$ cat config.mk
export PLATFORM = sky130hd
export DESIGN_NAME = bba_rem_unit
export DESIGN_NICKNAME = d
export VERILOG_FILES = /design/src/rtl/bba_pkg.sv /design/src/rtl/bba_rem_unit.sv
export SDC_FILE = /design/constraint.sdc
export NUM_CORES = 1
export LEC_CHECK = 0
export ABC_AREA = 1
export CAP_MARGIN = 20
export CORE_MARGIN = 4
export CORE_UTILIZATION = 55
export DETAILED_ROUTE_END_ITERATION = 7
export DONT_BUFFER_PORTS = 1
export PLACE_DENSITY = 0.7
export SYNTH_ARGS = -nofsm -noshare
export SYNTH_HDL_FRONTEND = slang
export SYNTH_SLANG_ARGS = --single-unit
$ cat constraint.sdc
create_clock -name clk -period 2.4 [get_ports clk]
set_input_delay 0.12 -clock clk [delete_from_list [all_inputs] [get_ports clk]]
set_output_delay 0.12 -clock clk [all_outputs]
set_load 0.01 [all_outputs]
$ cat src/rtl/bba_pkg.sv
// Shared types, sizes and constant tables of the block bitmap allocator.
`timescale 1ns / 1ps

package bba_pkg;

    localparam int NUM_BLOCKS = 65536;
    localparam int STRIDE     = 1;

    localparam int BLK_W  = 16;
    localparam int CNT_W  = 17;
    localparam int VCNT_W = 18;
    localparam int WORD_W = 64;
    localparam int OFF_W  = 6;
    localparam int JMP_W  = 7;
    localparam int GAP_W  = 7;
    localparam int CEIL_W = 8;

    // Blocks that can ever be addressed: indices are 16 bits wide.
    localparam int MAX_BLOCKS = (NUM_BLOCKS < 65536) ? NUM_BLOCKS : 65536;
    localparam int WORD_COUNT = (MAX_BLOCKS + WORD_W - 1) / WORD_W;
    localparam int WADDR_W    = (WORD_COUNT > 1) ? $clog2(WORD_COUNT) : 1;

    localparam logic [CNT_W-1:0] BLOCK_COUNT_RST = CNT_W'(65536);
    localparam logic [CNT_W-1:0] MAX_BLOCKS_C    = CNT_W'(MAX_BLOCKS);

    typedef enum logic [1:0] {
        FN_MARK_FREE = 2'd0,
        FN_MARK_USED = 2'd1,
        FN_QUERY     = 2'd2,
        FN_FIND      = 2'd3
    } func_t;

    typedef enum logic [2:0] {
        ST_CLEAR,
        ST_IDLE,
        ST_RMW,
        ST_REM,
        ST_SCAN,
        ST_PUSH
    } state_t;

    typedef logic [WORD_W-1:0][JMP_W-1:0] jump_tab_t;
    typedef logic [(1 << GAP_W)-1:0][CEIL_W-1:0] ceil_tab_t;

    // Bit b is set when b is a multiple of the stride.
    function automatic logic [WORD_W-1:0] gen_stride_pat();
        logic [WORD_W-1:0] pat;
        int                k;
        pat = '0;
        k   = 0;
        while (k < WORD_W)
        begin
            pat[k] = 1'b1;
            k      = k + STRIDE;
        end
        return pat;
    endfunction

    // Distance from a bit offset to the first probe past the end of the word.
    function automatic jump_tab_t gen_jump_tab();
        jump_tab_t tab;
        int        k;
        for (int o = 0; o < WORD_W; o++)
        begin
            k = 0;
            while (k < WORD_W - o)
            begin
                k = k + STRIDE;
            end
            tab[o] = JMP_W'(k);
        end
        return tab;
    endfunction

    // Smallest multiple of the stride at or above each distance.
    function automatic ceil_tab_t gen_ceil_tab();
        ceil_tab_t tab;
        int        k;
        for (int d = 0; d < (1 << GAP_W); d++)
        begin
            k = 0;
            while (k < d)
            begin
                k = k + STRIDE;
            end
            tab[d] = CEIL_W'(k);
        end
        return tab;
    endfunction

    localparam logic [WORD_W-1:0] STRIDE_PAT = gen_stride_pat();
    localparam jump_tab_t         JUMP_TAB   = gen_jump_tab();
    localparam ceil_tab_t         CEIL_TAB   = gen_ceil_tab();

endpackage

$ cat src/rtl/bba_rem_unit.sv
// Restoring remainder unit that reduces a search start modulo the block count.
`timescale 1ns / 1ps

module bba_rem_unit
    import bba_pkg::*;
(
    input  logic             clk,
    input  logic             rst_n,
    input  logic             start,
    input  logic [BLK_W-1:0] dividend,
    input  logic [CNT_W-1:0] divisor,
    output logic             done,
    output logic [BLK_W-1:0] remainder
);

    logic               busy_reg, busy_next;
    logic               done_reg, done_next;
    logic [3:0]         step_reg, step_next;
    logic [CNT_W-1:0]   rem_reg, rem_next;
    logic [BLK_W-1:0]   dvd_reg, dvd_next;
    logic [CNT_W-1:0]   dsr_reg, dsr_next;
    logic [CNT_W:0]     trial;
    logic [CNT_W:0]     diff;

    always_comb
    begin
        trial     = {rem_reg, dvd_reg[BLK_W-1]};
        diff      = trial - {1'b0, dsr_reg};
        busy_next = busy_reg;
        done_next = 1'b0;
        step_next = step_reg;
        rem_next  = rem_reg;
        dvd_next  = dvd_reg;
        dsr_next  = dsr_reg;
        if (start)
        begin
            busy_next = 1'b1;
            step_next = '0;
            rem_next  = '0;
            dvd_next  = dividend;
            dsr_next  = divisor;
        end
        else if (busy_reg)
        begin
            // The partial remainder stays below the divisor, so it fits 17 bits.
            if (trial >= {1'b0, dsr_reg})
            begin
                rem_next = diff[CNT_W-1:0];
            end
            else
            begin
                rem_next = trial[CNT_W-1:0];
            end
            dvd_next  = {dvd_reg[BLK_W-2:0], 1'b0};
            step_next = step_reg + 4'd1;
            if (step_reg == 4'(BLK_W - 1))
            begin
                busy_next = 1'b0;
                done_next = 1'b1;
            end
        end
    end

    always_ff @(posedge clk or negedge rst_n)
    begin
        if (!rst_n)
        begin
            busy_reg <= 1'b0;
            done_reg <= 1'b0;
            step_reg <= '0;
        end
        else
        begin
            busy_reg <= busy_next;
            done_reg <= done_next;
            step_reg <= step_next;
        end
    end

    always_ff @(posedge clk)
    begin
        rem_reg <= rem_next;
        dvd_reg <= dvd_next;
        dsr_reg <= dsr_next;
    end

    assign done      = done_reg;
    assign remainder = rem_reg[BLK_W-1:0];

endmodule

; Word level (Yosys, flattened, before mapping)
; Index checks and enable logic that the tools add are counted.
[word_totals]
ff_bits = 56
out_inout_bits = 17
elab_cells = 22
[op_classes]
n_addsub = 2
magnitude_cmp = 1
n_eq_ne = 1
muxes = 11
n_reduce_logical = 1
[op_table]
columns = cell, count
row1 = $mux 16, 2
row2 = $ge 18x17->1, 1
row3 = $mux 17, 1
row4 = $sub 17x17->17, 1
row5 = $mux 4, 2
row6 = $mux 1, 6
row7 = $add 4x1->4 const B, 1
row8 = $eq 4x4->1 const B, 1
row9 = $reduce_bool 2->1, 1

; Longest topological paths before layout
; Gate-level depths: netlist of the first run.
[depth]
word_depth = 4
depth_mapped = 14
depth_no_buf = 14

; Worst setup path after synthesis of the first run
; OpenSTA, ideal clock, no wires.
[synth_path]
path_kind = flip-flop to flip-flop
start = register dvd_reg[15]
end = register rem_reg[3]
setup_ns = 0.137
arrival_ns = 1.706
setup_slack_ns = 0.557
stages_incl_launch_ff = 12
path_cell_list = edfxtp_1 -> inv_1 -> ha_1 -> inv_1 -> fa_1 -> nand3_1 -> nand3_2 -> nand2_4 -> buf_6 -> nand3_1 -> nand3_1 -> o21ai_1
[synth_via]
elab_chain_cells = 2
word_cells_on_any_way = 3
classes_between = add/sub (1) / order compare (1) / mux (1)
[synth_rtl]
columns = element, line
row1 = from (decl), bba_rem_unit.sv:20  ; logic [BLK_W-1:0] dvd_reg, dvd_next;
row2 = from (signal assigned), bba_rem_unit.sv:83  ; dvd_reg <= dvd_next;
row3 = $sub 17x17->17 / $ge 18x17->1 (equally long branches), "bba_rem_unit.sv:28, bba_rem_unit.sv:46"
row4 = $mux 17 (*), bba_rem_unit.sv:46  ; if (trial >= {1'b0, dsr_reg})
row5 = to (signal assigned), bba_rem_unit.sv:82  ; rem_reg <= rem_next;
row6 = to (decl), bba_rem_unit.sv:19  ; logic [CNT_W-1:0] rem_reg, rem_next;
; Mark *: on every way between the ends. The rest lies on a longest branch, timed or not.
; A chain may end at the register's enable or synchronous reset.

; Worst setup path after layout of the first run
[layout_path]
start = register dvd_reg[15]
end = register rem_reg[0]
; The elaborated chain is that of the path after synthesis.

==> results of run 1 <==
[metrics by stage]
step | hold slack [ns] | utilization | total power [W]
2_1_floorplan | -0.176 | - | 0.00285
3_3_place_gp | -0.175 | 0.561 | 0.00299
3_5_place_dp | -0.175 | 0.561 | 0.00301
4_1_cts | 0.00313 | 0.629 | 0.00362
5_1_grt | 0.00516 | 0.629 | 0.00395
6_report | 0.00616 | 0.629 | 0.00361
[routing by layer]
| metal | wire length, um | part of all wire |
|---|---|---|
| met1 | 3760 | 0.47 |
| met2 | 3690 | 0.46 |
| met3 | 544 | 0.067 |
| met4 | 86 | 0.011 |
| met5 | 0 | 0 |
[area by class of cell]
type	instances	area share
clock buffers	5	0.0171
clock inverters	3	0.00654
inverters	81	0.0757
multi-input cells	327	0.419
flip-flops and latches	56	0.369
well taps	77	0.0240
repair buffers	35	0.0884
[power breakdown]
part	switching [W]	leakage (nW)	internal, W
clock network	0.000332	0.0506	0.000216
registers	0.000176	0.560	0.00118
logic	0.00106	1.46	0.000648
total	0.00157	2.07	0.00204
[how the worst max path moves through the flow]
| stage | startpoint | end | slack [ns] | cells past startpoint |
|---|---|---|---|---|
| CTS | dvd_reg[15] | rem_reg[0] | 0.28 | 11 |
| floorplan | dvd_reg[15] | rem_reg[3] | 0.56 | 11 |
| global route | dvd_reg[15] | rem_reg[14] | 0.1 | 14 |
| global placement | dvd_reg[15] | rem_reg[14] | 0.36 | 14 |
| finish | dvd_reg[15] | rem_reg[0] | 0.26 | 11 |
| detailed placement | dvd_reg[15] | rem_reg[0] | 0.32 | 11 |
[Yosys cell counts, drive strengths merged]
cell type	instances
fa	1
xnor2	6
ha	18
clkinv	1
nor2	23
nand4	5
nand3b	6
buf	21
nor4	1
and2	1
inv	80
dfxtp	17
dfrtp	6
edfxtp	33
a21oi	12
nor3	3
nand2	189
o21bai	1
o21ai	11
nand3	47
clkbuf	3
or2	2
xor2	1
[repair_timing]
| item | CTS | global route |
|---|---|---|
| endpoints found under the setup margin | 0 | 0 |
| buffers inserted | 0 | 0 |
| endpoints found under the hold margin | 54 | 0 |
| gates resized for setup | 0 | 0 |
| hold buffers | 33 | 0 |
[logic make-up (layout without fill, tap and decap cells)]
family,count (synthesis),in the layout
xor+xnor,7,7
buf+inv,105,124
fa+ha+maj,19,19
simple gates,277,277
flops,56,56
compound gates,24,24
[worst max-delay path: cells and delay by family (launching register included)]
kind | cells | cell delay [ns]
flip-flops | 1 | 0.38
AO/OA/AOI/OAI | 1 | 0.11
adder cells (fa/ha/maj) | 2 | 0.58
buffers and inverters | 2 | 0.17
AND/OR/NAND/NOR | 6 | 0.84
==> impl_metrics.toml, run 1 <==
[hold_path]
hold_depth = 2
min_from = "dividend[10]"
holdCritPathClass = "primary input to flip-flop"
hold_end = "dvd_reg[10]"

[worst_setup_path]
cp_data_arrival_time_ns = 2.38
crit_type = "flip-flop to flip-flop"
worst_setup_path_start_kind = "flip-flop"
cp_slowest_stage_delay_ns = 0.43
end_kind = "flip-flop"
ff2ff_path_depth = 11
crit_fanout = 19
reg2reg_slack_ns = 0.26
r2r_end = "rem_reg[0]"
cp.required_ns = 2.65
critPathSlowestCell = "fa_1"
rr_startpoint = "dvd_reg[15]"
crit_chain = "inv_1 > ha_1 > inv_1 > fa_1 > nand3_1 > nand3_2 > nand2_4 > nand2_8 > nand2_1 > nand3_1 > o21ai_0"

[cells_and_area]
drive_gt1_frac = 0.0651
layout_commonest_cell = "nand2_1"
nets = 561
antennaDiodeCount = 0
multiInputGateArea_um2 = 1690
fillers = 565
register_area_um2 = 1480
syn_to_final_growth_pct = 10.1
fin_cells = 584
layout_common_cells = "181 x nand2_1, 77 x inv_1, 44 x nand3_1"
finalInstanceArea_um2 = 4020

[timing]
max_slew_margin = 0.451
min_period_ns = 2.14
hold_viol_final = 0
setup_slack_ns = 0.264
fmax_mhz = 468
fin_tns_setup_ns = 0
finalSetupViolations = 0
report.final.slew_viol_count = 0
worst_pin_slew_ns = 0.822
grt_setup_unrepaired = "no"
fin_skew_ns = 0.00602
finalCritPeriodShare = 0.890

[global_routing]
grt.met3_usage = 0.0479
grt_start_max_net_pins = 28
use_met1 = 0.306
grt_pass1_vias = 2940
use_met2 = 0.360
grt_pass1_wl_um = 13800
antenna_found_initial = 0
overflow = 0
busiest_layer = "met2"
grt_usage = 0.222

[logic_synthesis]
muxShareOfSynthArea = 0
synth_cell_types = 37
syn-cell-area_um2 = 3650
yosys-top-cells-area = "edfxtp_1 27%, nand2_1 19%, dfxtp_1 9.3%"
syn_area_per_cell_um2 = 7.48
seq_area_frac_synth = 0.406
synthSimpleGateAreaFrac = 0.344
synth_top_family_by_area = "simple AND/OR/NAND/NOR gates"
syn_inst = 488
synthDominantCellAreaShare = 0.272
synth_xor_area_frac = 0.0168
ys_ff_latch = 56
synth_warnings = 0
synth_largest_area_cell = "edfxtp_1"
synth_compound_area_frac = 0.0336
synth_nets = 543
synthAdderAreaFrac = 0.0672

[floorplan]
dieWidth_um = 89.5
dieArea_um2 = 8000
die_h_um = 89.5
ios = 53
coreArea_um2 = 6390
std_cell_rows = 29
initial_utilization = 0.572

[routing]
postRouteAntennaNets = 0
wl_per_cell_um = 13.8
vias_per_cell = 5.18
wl_um = 8090
dr.pass1.iters = 6
drc_errors = 0
drtIter0Drc = 255
vias = 3027

[clocking]
htree_levels = 2
clock_path_buffers = 2
insertion_delay_ns = 0.31
numCtsBuffers = 5
clk_pin_slew_ns = 0.11
cts_sinks = 56
ctsRootBufferMaster = "clkbuf_8"
cts_tree = "yes"

[place]
numPortBuffers = 0
finalWeightedCongestion = 0.928
place_worst_setup_slack_ns = 0.317
placed_area_um2 = 3580
dp_cells = 543
hpwl_um = 5500

[job]
cap_violations = 0

[power_and_ir_drop]
vdd_drop_max_uv = 476
pwr_density_cell_nw_per_um2 = 898
p_leak_nw = 2.07

[run_status]
status = "completed"
Note: power is estimated with default switching activity, not from simulation.
==> run 2, diff against run 1 <==
- MAX_ROUTING_LAYER: default -> met4
==> impl_metrics.toml, run 2 (synthesis gave the netlist of run 1 again) <==
[timing]
hold_viol_final = 0
fin_tns_setup_ns = 0
max_slew_margin = 0.466
fin_skew_ns = 0.00531
min_period_ns = 2.14
fmax_mhz = 468
worst_pin_slew_ns = 0.800
finalCritPeriodShare = 0.890
worst_hold_slack_ns = 0.00936
report.final.slew_viol_count = 0
grt_setup_unrepaired = "no"
finalSetupViolations = 0

[clocking]
insertion_delay_ns = 0.31
clk_pin_slew_ns = 0.10
numCtsBuffers = 5
htree_levels = 2
cts_tree = "yes"
cts_sinks = 56
ctsRootBufferMaster = "clkbuf_8"
postCtsSetupRepairBufs = 0
clock_path_buffers = 2
cts_hold_buf = 34
post_cts_resized = 0

[routing]
postRouteAntennaNets = 0
drc_errors = 0
wl_um = 8140
wl_per_cell_um = 13.9
drtIter0Drc = 209
vias_per_cell = 5.07
vias = 2967
dr.pass1.iters = 4

[global_routing]
grt_usage = 0.231
grt_pass1_wl_um = 13700
grt_pass1_vias = 2908
grt_start_max_net_pins = 29
overflow = 0
antenna_found_initial = 0

[place]
finalWeightedCongestion = 0.902
placed_area_um2 = 3580
dp_cells = 543
hpwl_um = 5630
numPortBuffers = 0

[worst_setup_path]
crit_fanout = 4
end_kind = "flip-flop"
worst_setup_path_start_kind = "flip-flop"
cp_data_arrival_time_ns = 2.36
crit_type = "flip-flop to flip-flop"
cp.required_ns = 2.62

[cells_and_area]
finalInstanceArea_um2 = 4030
antennaDiodeCount = 0
layout_common_cells = "181 x nand2_1, 77 x inv_1, 44 x nand3_1"
multiInputGateArea_um2 = 1690
fin_cells = 585
drive_gt1_frac = 0.0650
register_area_um2 = 1480
layout_commonest_cell = "nand2_1"
fillers = 576
nets = 562
syn_to_final_growth_pct = 10.4

[hold_path]
holdCritPathClass = "primary input to flip-flop"

[floorplan]
die_h_um = 89.5
initial_utilization = 0.572
ios = 53
std_cell_rows = 29
dieWidth_um = 89.5
coreArea_um2 = 6390
dieArea_um2 = 8000

[run_status]
status = "completed"

[power_and_ir_drop]
pwr_density_cell_nw_per_um2 = 897
p_leak_nw = 2.07
vdd_drop_max_uv = 546
p_total_w = 0.00361

[job]
cap_violations = 0
-- run 2: worst max-delay path: stages (launching register included) --
cell and delay (ns):
edfxtp_1 0.37, inv_1 0.08, ha_1 0.14, inv_1 0.08, fa_1 0.43, nand3_1 0.11, nand3_1 0.17, nand2_1 0.10
nand2_1 0.11, nand2_1 0.12, nand2_1 0.07, nand2_1 0.07, nand3_1 0.07, nand2_1 0.08, nand2_1 0.04
-- run 2: power breakdown --
part | internal [W] | leakage (nW) | switching [W]
clock | 0.000216 | 0.0506 | 0.000326
sequential | 0.00118 | 0.560 | 0.000174
combinational | 0.000652 | 1.46 | 0.00107
total | 0.00204 | 2.07 | 0.00157
-- run 2: path summary, 6_finish.rpt --
kind	from	endpoint	slack, ns	cells past startpoint
min in group asynchronous	rst_n	step_reg[3]	0.09	1
worst max-delay path	dvd_reg[15]	rem_reg[14]	0.26	14
worst max register to register	dvd_reg[15]	rem_reg[14]	0.26	14
worst min-delay path	dividend[8]	dvd_reg[8]	0.009	2
worst min register to register	rem_reg[16]	rem_reg[16]	0.48	2
max in group asynchronous	rst_n	step_reg[2]	2.10	1
-- run 2: through the flow --
step            util  setup WS [ns]
6_report       0.631          0.263
3_5_place_dp   0.561          0.292
3_3_place_gp   0.561          0.348
4_1_cts        0.631          0.276
5_1_grt        0.631         0.0446
2_1_floorplan      -          0.557
-- run 2: metal layers --
metal	wire, um	up-vias	part of all wire	global-route usage
met5	0	-	0	-
met1	3770	1339	0.46	0.306
met4	108	0	0.013	0.0555
met3	484	11	0.059	0.0461
met2	3770	71	0.46	0.364
li1	-	1546	-	-
-- run 2: cell type report --
| cell class | count | area share |
|---|---|---|
| multi-input cells | 327 | 0.418 |
| flip-flops and latches | 56 | 0.368 |
| repair buffers | 36 | 0.0907 |
| inverters | 81 | 0.0755 |
| well taps | 77 | 0.0239 |
| clock buffers | 5 | 0.0171 |
| clock inverters | 3 | 0.00652 |
